===== config.mk =====
export PLATFORM = sky130hd
export DESIGN_NAME = time_and_image_stream_parser
export DESIGN_NICKNAME = d
export VERILOG_FILES = /design/src/rtl/tisp_pkg.sv /design/src/rtl/time_and_image_stream_parser.sv /design/src/rtl/tisp_crc.sv
export SDC_FILE = /design/constraint.sdc
export NUM_CORES = 2
export LEC_CHECK = 0
export BUFFER_PORTS_ARGS = -buffer_cell sky130_fd_sc_hd__buf_2
export CORE_ASPECT_RATIO = 0.8
export CORE_MARGIN = 5
export CORE_UTILIZATION = 55
export CTS_CLUSTER_DIAMETER = 40
export DETAILED_ROUTE_END_ITERATION = 6
export PLACE_DENSITY = 0.74
export SLEW_MARGIN = 15
export SYNTH_ARGS = -nofsm -noshare
export SYNTH_HDL_FRONTEND = slang
export SYNTH_HIERARCHICAL = 1
export SYNTH_SLANG_ARGS = --single-unit

===== constraint.sdc =====
create_clock -name clk -period 22.6 [get_ports clk]
set_input_delay 2.26 -clock clk [delete_from_list [all_inputs] [get_ports clk]]
set_output_delay 2.26 -clock clk [all_outputs]
set_load 0.01 [all_outputs]

===== src/rtl/tisp_pkg.sv =====
// Types and constants of the time and image stream parser.
package tisp_pkg;

  localparam logic [1:0] KIND_TIME  = 2'd0;
  localparam logic [1:0] KIND_START = 2'd1;
  localparam logic [1:0] KIND_BYTE  = 2'd2;
  localparam logic [1:0] KIND_DONE  = 2'd3;

  localparam logic [3:0] PH_SECOND = 4'd0;
  localparam logic [3:0] PH_YEAR   = 4'd6;
  localparam logic [3:0] PH_SIZE   = 4'd7;
  localparam logic [3:0] PH_CRC    = 4'd8;
  localparam logic [3:0] PH_IMAGE  = 4'd9;

  localparam logic [31:0] CRC_POLY = 32'hEDB88320;

  typedef enum logic [2:0] {
    ST_IDLE,
    ST_EMIT,
    ST_READ,
    ST_LOAD,
    ST_BYTE
  } state_t;

  typedef struct packed {
    logic [7:0]  byte_value;
    logic [31:0] packet_index;
    logic [31:0] last_index;
    logic        last_in_packet;
  } item_t;

  typedef struct packed {
    logic [1:0]  kind;
    logic [7:0]  second;
    logic [7:0]  minute;
    logic [7:0]  hour;
    logic [7:0]  day;
    logic [7:0]  weekday;
    logic [7:0]  month;
    logic [15:0] year;
    logic [31:0] word_a;
    logic [31:0] word_b;
    logic        last;
  } result_t;

  typedef struct packed {
    logic       clear;
    logic       start;
    logic [7:0] data;
  } crc_cmd_t;

  typedef struct packed {
    logic        busy;
    logic [31:0] value;
  } crc_stat_t;

endpackage


===== src/rtl/time_and_image_stream_parser.sv =====
// Top level of the time and image stream parser.
// A header byte that produces no result leaves the block idle for the next byte, and a beat
// that produces a single result holds the block until that result is taken. When an image
// chunk fills, each buffered byte passes through the chunk buffer read, the load, then the
// bit-serial CRC-32 unit that all bytes share, plus any output stall, and a done result may
// follow the last byte. The input is not ready while results are pending.
module time_and_image_stream_parser #(
  parameter int CHUNK_BYTES = 32
) (
  input  logic              clk,
  input  logic              rst,
  input  logic              item_valid,
  output logic              item_ready,
  input  tisp_pkg::item_t   item,
  output logic              result_valid,
  input  logic              result_ready,
  output tisp_pkg::result_t result
);
  import tisp_pkg::*;

  localparam int FW = $clog2(CHUNK_BYTES + 1);
  localparam int AW = (CHUNK_BYTES > 1) ? $clog2(CHUNK_BYTES) : 1;

  state_t state, state_next;

  logic [3:0]    phase, phase_next;
  logic [31:0]   field_shift, field_shift_next;
  logic [2:0]    field_count, field_count_next;
  logic [7:0]    time_bytes [6];
  logic [7:0]    time_bytes_next [6];
  logic [31:0]   image_size, image_size_next;
  logic [31:0]   received_count, received_count_next;
  logic [31:0]   expected_crc, expected_crc_next;
  logic [FW-1:0] chunk_fill, chunk_fill_next;
  logic          drop_rest, drop_rest_next;
  logic          mid_packet, mid_packet_next;
  logic [FW-1:0] flush_cnt, flush_cnt_next;
  logic [FW-1:0] flush_idx, flush_idx_next;
  logic          done_pend, done_pend_next;
  logic          lastp_q, lastp_q_next;
  result_t       res, res_next;

  logic [7:0]    mem [CHUNK_BYTES];
  logic [7:0]    rdata;
  logic          mem_we;
  logic [AW-1:0] mem_waddr;

  crc_cmd_t  crc_cmd;
  crc_stat_t crc_stat;

  logic          emit;
  logic          flush;
  logic          clr;
  logic          restart;
  logic          final_end;
  logic          last_byte;
  logic [31:0]   crc_eff;
  logic [31:0]   sh;
  logic [2:0]    cnt;
  logic [2:0]    need_hdr;
  logic [31:0]   remain;
  logic [FW-1:0] need_img;
  logic [FW-1:0] fill1;
  logic [31:0]   recv_sum;

  tisp_crc u_crc (
    .clk  (clk),
    .rst  (rst),
    .cmd  (crc_cmd),
    .stat (crc_stat)
  );

  assign final_end = item.last_in_packet && (item.packet_index == item.last_index);
  assign last_byte = (flush_idx == flush_cnt - FW'(1));

  always_comb begin
    phase_next          = phase;
    field_shift_next    = field_shift;
    field_count_next    = field_count;
    time_bytes_next     = time_bytes;
    image_size_next     = image_size;
    received_count_next = received_count;
    expected_crc_next   = expected_crc;
    chunk_fill_next     = chunk_fill;
    drop_rest_next      = drop_rest;
    mid_packet_next     = mid_packet;
    flush_cnt_next      = flush_cnt;
    flush_idx_next      = flush_idx;
    done_pend_next      = done_pend;
    lastp_q_next        = lastp_q;
    res_next            = res;
    mem_we              = 1'b0;
    mem_waddr           = chunk_fill[AW-1:0];
    crc_cmd             = '0;
    crc_cmd.data        = rdata;
    emit                = 1'b0;
    flush               = 1'b0;
    clr                 = 1'b0;
    restart             = 1'b0;
    crc_eff             = crc_stat.value;
    sh                  = 32'h0;
    cnt                 = 3'd0;
    need_hdr            = 3'd1;
    remain              = 32'h0;
    need_img            = '0;
    fill1               = '0;
    recv_sum            = 32'h0;
    unique case (state)
      ST_IDLE: begin
        if (item_valid) begin
          mid_packet_next = !item.last_in_packet;
          lastp_q_next    = item.last_in_packet;
          if (drop_rest) begin
            if (item.last_in_packet) begin
              drop_rest_next = 1'b0;
            end
          end else begin
            restart = !mid_packet && (item.packet_index == 32'h0);
            if (restart) begin
              phase_next          = PH_SECOND;
              field_shift_next    = 32'h0;
              field_count_next    = 3'd0;
              time_bytes_next     = '{default: 8'h0};
              image_size_next     = 32'h0;
              received_count_next = 32'h0;
              expected_crc_next   = 32'h0;
              chunk_fill_next     = '0;
              crc_cmd.clear       = 1'b1;
              crc_eff             = 32'h0;
            end
            if (item.packet_index <= item.last_index) begin
              if (phase_next != PH_IMAGE) begin
                sh = field_shift_next |
                     ({24'h0, item.byte_value} << {field_count_next[1:0], 3'b000});
                cnt = field_count_next + 3'd1;
                if (phase_next == PH_YEAR) begin
                  need_hdr = 3'd2;
                end else if (phase_next == PH_SIZE || phase_next == PH_CRC) begin
                  need_hdr = 3'd4;
                end
                if (cnt >= need_hdr) begin
                  field_shift_next = 32'h0;
                  field_count_next = 3'd0;
                  if (phase_next < PH_YEAR) begin
                    time_bytes_next[phase_next[2:0]] = sh[7:0];
                    phase_next = phase_next + 4'd1;
                  end else if (phase_next == PH_YEAR) begin
                    res_next         = '0;
                    res_next.kind    = KIND_TIME;
                    res_next.second  = time_bytes_next[0];
                    res_next.minute  = time_bytes_next[1];
                    res_next.hour    = time_bytes_next[2];
                    res_next.day     = time_bytes_next[3];
                    res_next.weekday = time_bytes_next[4];
                    res_next.month   = time_bytes_next[5];
                    res_next.year    = sh[15:0];
                    res_next.last    = 1'b1;
                    emit             = 1'b1;
                    phase_next       = PH_SIZE;
                  end else if (phase_next == PH_SIZE) begin
                    image_size_next = sh;
                    phase_next      = PH_CRC;
                  end else begin
                    expected_crc_next = sh;
                    phase_next        = PH_IMAGE;
                    if (image_size_next != 32'h0) begin
                      res_next        = '0;
                      res_next.kind   = KIND_START;
                      res_next.word_a = image_size_next;
                      res_next.word_b = sh;
                      res_next.last   = 1'b1;
                      emit            = 1'b1;
                    end
                  end
                  if (final_end) begin
                    clr = 1'b1;
                  end else if (phase_next == PH_IMAGE && image_size_next == 32'h0 &&
                               !item.last_in_packet) begin
                    res_next        = '0;
                    res_next.kind   = KIND_DONE;
                    res_next.word_a = {31'h0, expected_crc_next == 32'h0};
                    res_next.word_b = crc_eff;
                    res_next.last   = 1'b1;
                    emit            = 1'b1;
                    clr             = 1'b1;
                    drop_rest_next  = 1'b1;
                  end
                end else begin
                  field_shift_next = sh;
                  field_count_next = cnt;
                  if (final_end) begin
                    res_next        = '0;
                    res_next.kind   = KIND_DONE;
                    res_next.word_b = crc_eff;
                    res_next.last   = 1'b1;
                    emit            = 1'b1;
                    clr             = 1'b1;
                  end
                end
              end else begin
                remain = image_size_next - received_count_next;
                if (remain == 32'h0) begin
                  res_next        = '0;
                  res_next.kind   = KIND_DONE;
                  res_next.word_a = {31'h0, crc_eff == expected_crc_next};
                  res_next.word_b = crc_eff;
                  res_next.last   = 1'b1;
                  emit            = 1'b1;
                  clr             = 1'b1;
                  drop_rest_next  = !item.last_in_packet;
                end else begin
                  need_img  = (remain < 32'(CHUNK_BYTES)) ? remain[FW-1:0]
                                                          : FW'(CHUNK_BYTES);
                  mem_we    = 1'b1;
                  mem_waddr = chunk_fill_next[AW-1:0];
                  fill1     = chunk_fill_next + FW'(1);
                  if (fill1 >= need_img) begin
                    recv_sum            = received_count_next + 32'(fill1);
                    received_count_next = recv_sum;
                    chunk_fill_next     = '0;
                    flush_cnt_next      = fill1;
                    flush_idx_next      = '0;
                    done_pend_next      = (recv_sum >= image_size_next) || final_end;
                    flush               = 1'b1;
                  end else begin
                    chunk_fill_next = fill1;
                    if (final_end) begin
                      res_next        = '0;
                      res_next.kind   = KIND_DONE;
                      res_next.word_b = crc_eff;
                      res_next.last   = 1'b1;
                      emit            = 1'b1;
                      clr             = 1'b1;
                    end
                  end
                end
              end
            end
          end
        end
      end
      ST_LOAD: begin
        res_next        = '0;
        res_next.kind   = KIND_BYTE;
        res_next.word_a = {24'h0, rdata};
        res_next.last   = last_byte && !done_pend;
        crc_cmd.start   = 1'b1;
      end
      ST_BYTE: begin
        if (result_ready && !crc_stat.busy) begin
          if (last_byte) begin
            if (done_pend) begin
              res_next        = '0;
              res_next.kind   = KIND_DONE;
              res_next.word_a = {31'h0, crc_stat.value == expected_crc};
              res_next.word_b = crc_stat.value;
              res_next.last   = 1'b1;
              clr             = 1'b1;
              drop_rest_next  = !lastp_q;
            end
          end else begin
            flush_idx_next = flush_idx + FW'(1);
          end
        end
      end
      ST_EMIT, ST_READ: begin
      end
      default: begin
      end
    endcase
    if (clr) begin
      phase_next          = PH_SECOND;
      field_shift_next    = 32'h0;
      field_count_next    = 3'd0;
      time_bytes_next     = '{default: 8'h0};
      image_size_next     = 32'h0;
      received_count_next = 32'h0;
      expected_crc_next   = 32'h0;
      chunk_fill_next     = '0;
      crc_cmd.clear       = 1'b1;
    end
  end

  always_comb begin
    state_next = state;
    unique case (state)
      ST_IDLE: begin
        if (item_valid) begin
          if (emit) begin
            state_next = ST_EMIT;
          end else if (flush) begin
            state_next = ST_READ;
          end
        end
      end
      ST_EMIT: begin
        if (result_ready) begin
          state_next = ST_IDLE;
        end
      end
      ST_READ: state_next = ST_LOAD;
      ST_LOAD: state_next = ST_BYTE;
      ST_BYTE: begin
        if (result_ready && !crc_stat.busy) begin
          if (!last_byte) begin
            state_next = ST_READ;
          end else if (done_pend) begin
            state_next = ST_EMIT;
          end else begin
            state_next = ST_IDLE;
          end
        end
      end
      default: state_next = ST_IDLE;
    endcase
  end

  always_comb begin
    item_ready   = (state == ST_IDLE);
    result_valid = (state == ST_EMIT) || (state == ST_BYTE && !crc_stat.busy);
  end

  assign result = res;

  always_ff @(posedge clk) begin
    if (mem_we) begin
      mem[mem_waddr] <= item.byte_value;
    end
    rdata <= mem[flush_idx[AW-1:0]];
  end

  always_ff @(posedge clk) begin
    res       <= res_next;
    flush_cnt <= flush_cnt_next;
    flush_idx <= flush_idx_next;
    lastp_q   <= lastp_q_next;
  end

  always_ff @(posedge clk) begin
    if (rst) begin
      state          <= ST_IDLE;
      phase          <= PH_SECOND;
      field_shift    <= 32'h0;
      field_count    <= 3'd0;
      time_bytes     <= '{default: 8'h0};
      image_size     <= 32'h0;
      received_count <= 32'h0;
      expected_crc   <= 32'h0;
      chunk_fill     <= '0;
      drop_rest      <= 1'b0;
      mid_packet     <= 1'b0;
      done_pend      <= 1'b0;
    end else begin
      state          <= state_next;
      phase          <= phase_next;
      field_shift    <= field_shift_next;
      field_count    <= field_count_next;
      time_bytes     <= time_bytes_next;
      image_size     <= image_size_next;
      received_count <= received_count_next;
      expected_crc   <= expected_crc_next;
      chunk_fill     <= chunk_fill_next;
      drop_rest      <= drop_rest_next;
      mid_packet     <= mid_packet_next;
      done_pend      <= done_pend_next;
    end
  end

endmodule


===== src/rtl/tisp_crc.sv =====
// Bit-serial CRC-32 unit that folds one byte into the running checksum.
module tisp_crc (
  input  logic                 clk,
  input  logic                 rst,
  input  tisp_pkg::crc_cmd_t   cmd,
  output tisp_pkg::crc_stat_t  stat
);
  import tisp_pkg::*;

  logic [31:0] crc;
  logic [2:0]  cnt;
  logic        busy;
  logic [31:0] crc_step;

  assign crc_step = {1'b0, crc[31:1]} ^ (crc[0] ? CRC_POLY : 32'h0);

  always_ff @(posedge clk) begin
    if (rst) begin
      crc  <= 32'hFFFFFFFF;
      cnt  <= 3'd0;
      busy <= 1'b0;
    end else if (cmd.clear) begin
      crc  <= 32'hFFFFFFFF;
      cnt  <= 3'd0;
      busy <= 1'b0;
    end else if (cmd.start) begin
      crc  <= crc ^ {24'h0, cmd.data};
      cnt  <= 3'd0;
      busy <= 1'b1;
    end else if (busy) begin
      crc <= crc_step;
      cnt <= cnt + 3'd1;
      if (cnt == 3'd7) begin
        busy <= 1'b0;
      end
    end
  end

  assign stat.busy  = busy;
  assign stat.value = ~crc;

endmodule


======== After elaboration in Yosys (flattened, before gate mapping) ========
Memory sizes are Yosys's and may differ from the RTL's. A register that Yosys moved wholly into a read port is not among the register bits.
Index checks and enable logic that the tools add are counted.
word-level totals
  memories kept ........................... 1
  bits in writable memories ............... 256
  flip-flop bits (word level) ............. 375
  word-level logic and storage cells ...... 329
  output and inout bits ................... 133
memories
  name  depth  width  rd ports  clocked after memory_dff  wr ports  line                                source
  mem   32     8      1         1                         1         time_and_image_stream_parser.sv:43  logic [7:0] mem [CHUNK_BYTES];
cells by class
  add/sub/neg operators ................... 8
  muxes and demuxes ....................... 207
  bitwise logic cells ..................... 8
  shift-type cells ........................ 1
  reduce and logical (&&, ||, !) cells .... 35
  order comparisons ....................... 8
  equal/unequal tests ..................... 27
operators by type and width
  operator                                                                       number
  131-bit two-way mux                                                            17
  32-bit two-way mux                                                             54
  131-bit case mux with 3 select lines                                           1
  48-bit two-way mux                                                             8
  32-bit zero test                                                               4
  6-bit two-way mux                                                              17
  32-bit equality test                                                           3
  1-bit two-way mux                                                              62
  4-bit two-way mux                                                              15
  3-bit two-way mux                                                              19
  48-bit bitwise mux                                                             1
  32-bit by 6-bit adder with 32-bit output                                       1
  32-bit >= comparator                                                           1
  32-bit less-or-equal comparator                                                1
  32-bit by 6-bit less-than comparator with 1-bit output, second input constant  1
  32-bit NOT                                                                     1
  32-bit bitwise OR                                                              1
  32-bit nonzero test                                                            1
  8-bit by 5-bit << shifter with 32-bit output                                   1
  32-bit subtractor                                                              1
  31-bit by 32-bit XOR with 32-bit output                                        1
  32-bit by 8-bit XOR with 32-bit output                                         1
  5-bit two-way mux                                                              6
  8-bit demux with 3-bit select                                                  1
  41 further kinds                                                               75

======== Longest topological paths before layout ========
  depth in word-level cells ............... 36
  depth in mapped cells ................... 42
  mapped depth without buffers ............ 32

======== Modules after synthesis ========
The synthesis kept the hierarchy.
by module, submodules not included
  module                        area an instance (µm²)  instances  cells each  sequential area each (µm²)
  time_and_image_stream_parser  34864.7                 1          3608        16075.4
  tisp_crc                      1746.7                  1          200         720.7

======== Least setup slack after synthesis ========
No wires, ideal clock.
  kind .................................... input-to-reg
  start ................................... input port item[57] (netlist name)
  end ..................................... register res, in the netlist result[0], enable pin
  stages on the path ...................... 35
  path slack .............................. 5.367 ns
  arrival ................................. 16.534 ns
  setup time .............................. 0.699 ns
  cells stage by stage .................... nor3_1 and3_1 buf_2 nand3_1 buf_2 clkbuf_1 clkbuf_1 buf_1 clkbuf_1 clkbuf_1 buf_1 buf_1 nand2_1 ha_1 and2_1 a221o_1 o21a_1 o32ai_2 a311oi_2 mux2i_1 or4_1 nor4_2 and3_1 nand2_1 nor2_1 ha_1 nand2b_1 a21o_1 a21oi_1 nor2b_1 o21ai_0 nand2b_1 a21oi_1 o21ai_0 a31oi_1
on the way
  cells in the longest elaborated chain, start to end .. 12
  elaborated cells on any way between the ends .. 29
  classes of those cells .................. add/sub: 2; order compare: 3; eq/ne: 3; mux: 17; reduce/logical: 4
RTL lines
  what                                                    line                                 source
  start: declaration                                      time_and_image_stream_parser.sv:14   input tisp_pkg::item_t item,
  32-bit zero test                                        time_and_image_stream_parser.sv:118  restart = !mid_packet && (item.packet_index == 32'h0);
  1-bit logical AND                                       time_and_image_stream_parser.sv:118
  32-bit two-way mux                                      time_and_image_stream_parser.sv:119  if (restart) begin
  32-bit two-way mux                                      time_and_image_stream_parser.sv:113  if (drop_rest) begin
  32-bit two-way mux                                      time_and_image_stream_parser.sv:110  if (item_valid) begin
  32-bit two-way mux                                      time_and_image_stream_parser.sv:108  unique case (state)
  32-bit subtractor                                       time_and_image_stream_parser.sv:201  remain = image_size_next - received_count_next;
  32-bit by 6-bit less-than comparator with 1-bit output  time_and_image_stream_parser.sv:212  need_img = (remain < 32'(CHUNK_BYTES)) ? remain[FW-1:0]
  6-bit two-way mux                                       time_and_image_stream_parser.sv:212
  6-bit >= comparator                                     time_and_image_stream_parser.sv:217  if (fill1 >= need_img) begin
  4-bit != test (no source line)                          -
  8-bit AND reduction (no source line) (*)                -
  end signal: assignment                                  time_and_image_stream_parser.sv:333  res <= res_next;
  end: declaration                                        time_and_image_stream_parser.sv:41   result_t res, res_next;
Mark *: on every way between the ends. The rest lies on a longest branch, timed or not. The select of a mux whose other input is x is not followed.
A chain may end at the register's enable or synchronous reset.

======== Worst setup path after layout ========
  start ................................... input port item[60] (netlist name)
  end ..................................... register image_size[25]
on the way
  cells in the longest elaborated chain, start to end .. 29
  elaborated cells on any way between the ends .. 90
  classes of those cells .................. add/sub: 4; order compare: 5; eq/ne: 6; shift: 1; mux: 64; bitwise: 1; reduce/logical: 9
RTL lines
  what                                                        line                                 source
  branches (longest 29 deep; another with 32-bit subtractor)  -
  end signal: assignment                                      time_and_image_stream_parser.sv:359  image_size <= image_size_next;
  end: declaration                                            time_and_image_stream_parser.sv:31   logic [31:0] image_size, image_size_next;
Parallel ways; which one is timed is not known. The select of a mux whose other input is x is not followed.

==> out/summary.txt <==
====================================================================================
Highest clock rate                                                        0.0855 GHz
Fraction of synthesized cell area taken by the top area cell type              0.328
Number of global-route vias before repair                                      29179
Crit path buffers/inverters                                                        6
Worst setup slack for register-to-register paths                            12.26 ns
Routed wire length per instance                                              23.4 um
Setup WS pre-CTS                                                            10.65 ns
Floorplan Core Area                                                      65800 sq um
Tot GR Track Use                                                               0.302
Placed cell areas                                                        38200 sq um
Drt drc                                                                            0
Final period util                                                              0.517
TritonCTS clock tree                                                             yes
Die extent in y                                                               241 um
Non-filler instance count after layout                                          4824
Share of the core filled with cells                                            0.625
CP top delay family                                                     simple AND/OR/NAND/NOR gates
Largest net degree at the start of global routing                                 86
Cell taking the most area after synthesis                                   edfxtp_1
Reg-to-reg critical path startpoint                                       mid_packet
Worst skew pair latency                                                      0.66 ns
Synth Area in Adders                                                          0.0411
Share of flip-flops with an asynchronous set or reset after synthesis              0
Share of synthesized area spent on multiplexers                               0.0663
Main combinational cell family by area after synthesis                  compound AO/OA/AOI/OAI gates
Total negative slack for setup checks                                           0 ns
Number of flip-flops and latches in the synthesized netlist                      639
Floorplan die area                                                       71900 sq um
Area growth from synthesis to layout                                           12.3%
Distinct cell type count of the synthesized netlist                               88
Ratio of routed vias to standard cells                                          6.56
WHS Path Cells                                                                     2
PwrDens                                                                 76.2 nW/um^2
TritonRoute pass-1 iters                                                           6
Critical register-to-register path endpoint                             image_size[25]
Violation count after the first detailed-routing iteration                      4025
Fraction of layout cells with a size suffix above 1                            0.149
Leakage power                                                                15.9 nW
Total number of clock tree sinks                                                 639
Top area cells in the synthesized netlist                               edfxtp_1 33%, dfxtp_1 13%, mux4_2 4.9%
CP Data Required Time                                                       23.09 ns
Hold violation total from the final report                                         0
Worst hold start                                                        field_shift[14]
Maximum fanout encountered on the critical timing path                            85
Die Wd                                                                        298 um
Run status                                                              complete, no violations
Most used DFF post-synth                                                    edfxtp_1
Path type of the worst setup path                                             in2reg
Final clock skew                                                           0.0474 ns
Final count of pins violating max slew                                             0
CTS root buf                                                               clkbuf_16
Register clock-pin slew on the reported worst setup and hold paths           0.07 ns
Final RePlAce weighted congestion                                              0.980
Count of port buffers added during placement                                     209
Number of placed instances with taps included                                   4659
Half-perimeter wire length of the detailed placement result                  75.4 mm
Worst path max stage delay                                                   0.80 ns
Layout Nets                                                                     4085
Global-route wire length before repair                                        172 mm
Number of violations of the max-capacitance limit                                  0
Initial antenna violation count                                                    9
Worst Hold Endpoint                                                     field_shift[14]
Transition time at the pin with the least slew margin                        1.18 ns
Number of buffers added by the clock tree synthesis step                          88
Standard cell with the maximum stage delay on the critical path                buf_4
Post-DRT Antenna Nets                                                              0
CTS Hold Buffers Added                                                             0
Synthesized Nets                                                                4004
Mapped Avg Cell Area                                                      9.61 sq um
Number of top-level design ports                                                 210
H-tree depth                                                                       3
Worst min-delay path category                                                reg2reg
Standard-cell rows                                                                84
Signal arrival time at the worst endpoint                                   12.18 ns
Routed Wire Length                                                            113 mm
Fraction of the yosys area taken by sequential cells                           0.459
Startpoint kind of the worst setup timing path                            input port
Post-synthesis cell count                                                       3808
Depth of the most critical reg-to-reg path                                        31
Simple logic cell fraction of the synthesized area                             0.163
Effective utilization at floorplan                                             0.556
Fraction of the mapped netlist area in compound gates                          0.195
Top cells by count, synth                                               441 x nor2_1, 400 x edfxtp_1, 400 x nand2_1
Count of flip-flops with a built-in enable after synthesis                       400
Ys Warns                                                                           6
Final Critical Period                                                       11.69 ns
Total vias in the final route                                                  31650
Fraction of synthesized cell area in xor and xnor cells                       0.0227
Clock buffer depth                                                                 3
Resized cells post-CTS                                                             0
Max_slew headroom                                                              0.213
Count of final setup violators                                                     0
Largest vdd supply drop                                                  0.0000599 V
Remaining global-route overflow                                                    0
Unrepaired setup endpoints after global routing                                   no
Type of element capturing the critical path                                 register
Post-route design area                                                   41100 sq um
Fin worst setup slack                                                       10.91 ns
Post-synthesis instance area                                             36600 sq um
Post-CTS Setup Inserts                                                             0
Library cell with the highest instance count after synthesis                  nor2_1
====================================================================================
-- placed cells by master, fill, tap and decap left out, types with 20 or more instances in the layout --
cell | Yosys | layout
a21oi_1 | 296 | 295
edfxtp_1 | 400 | 400
nand2_1 | 400 | 399
nand3_1 | 73 | 72
nor4_1 | 62 | 61
nor3_1 | 71 | 69
a221oi_1 | 84 | 84
o21ai_1 | 26 | 25
xnor2_1 | 29 | 29
o21ai_0 | 165 | 165
inv_1 | 176 | 176
nand4_1 | 38 | 38
nor2_1 | 441 | 435
a211oi_1 | 74 | 73
a31oi_1 | 25 | 24
clkbuf_16 | 0 | 90
and2_1 | 26 | 24
ha_1 | 117 | 117
nand2b_1 | 31 | 30
o211ai_1 | 33 | 33
a22oi_1 | 139 | 139
a21o_1 | 53 | 52
dfxtp_1 | 239 | 239
xor2_1 | 66 | 66
buf_2 | 28 | 209
mux4_2 | 80 | 80
or4_1 | 21 | 21
nor2b_1 | 22 | 22
mux2i_1 | 49 | 49
o221ai_1 | 36 | 36
a22o_1 | 20 | 20
or3_1 | 20 | 20
buf_4 | 12 | 74
-- how the worst max path moves through the flow --
stage / depth (start not counted) / slack, ns / to / start
floorplan: 35 / 5.37 / result[0] / item[57]
global placement: 32 / 10.73 / image_size[23] / item[60]
detailed placement: 32 / 10.65 / image_size[21] / item[60]
CTS: 32 / 11.24 / image_size[31] / item[58]
global route: 32 / 10.35 / image_size[9] / item[58]
finish: 32 / 10.91 / image_size[25] / item[60]
-- stage by stage --
step / hold slack (ns) / power, mW
finish: 0.457 / 3.13
global route: 0.470 / 3.24
CTS: 0.456 / 3.13
detailed placement: 0.447 / 1.77
global placement: 0.440 / 1.77
floorplan: 0.432 / 1.63
-- where the power goes --
part / total, mW / internal [mW] / switching, mW
logic: 0.421 / 0.154 / 0.267
registers: 1.34 / 1.29 / 0.0416
clock network: 1.37 / 0.792 / 0.583
-- per-layer routing --
metal / up-vias / global-route usage / part of all wire
met5: - / 0 / 0.000062
met4: 2 / 0.0945 / 0.033
met3: 257 / 0.0829 / 0.12
met2: 1887 / 0.452 / 0.43
met1: 15069 / 0.434 / 0.41
li1: 14435 / - / -
-- state kept, by name (all words and copies together), names as in the netlist, 3 cells and up --
| name | cells |
|---|---|
| flush_cnt | 6 |
| state | 3 |
| result | 131 |
| chunk_fill | 6 |
| rdata | 8 |
| image_size | 32 |
| u_crc/crc | 32 |
| received_count | 32 |
| expected_crc | 32 |
| phase | 4 |
| u_crc/cnt | 3 |
| time_bytes | 48 |
| mem | 256 |
| field_count | 3 |
| field_shift | 32 |
| flush_idx | 6 |
-- area by class of cell --
class                   count  area [sq um]
clock buffers             103          2310
inverters                 176           661
multi-input cells        2701         18000
clock inverters            60           623
fillers                  5341         24700
well taps                 860          1080
diodes                      2          5.00
repair buffers            283          1600
flip-flops and latches    639         16800
-- kinds of logic (layout without fill, tap and decap cells) --
logic type	Yosys count	after routing
AND/OR/NAND/NOR	1276	1276
XOR/XNOR	95	95
AO/OA/AOI/OAI	1070	1070
adder cells (fa/ha/maj)	119	119
buffers and inverters	468	622
multiplexers	141	141
flip-flops	639	639
other	0	2
-- worst reg2reg max path: cells and delay by family (launching register included) --
kind | cells | cell delay [ns]
AOI/OAI and AO/OA | 9 | 2.48
adders and majority gates | 2 | 0.78
buffers and inverters | 5 | 2.29
DFF | 1 | 0.40
muxes | 1 | 0.11
and+or+nand+nor | 14 | 4.11
Note: power is estimated with default switching activity, not from simulation.
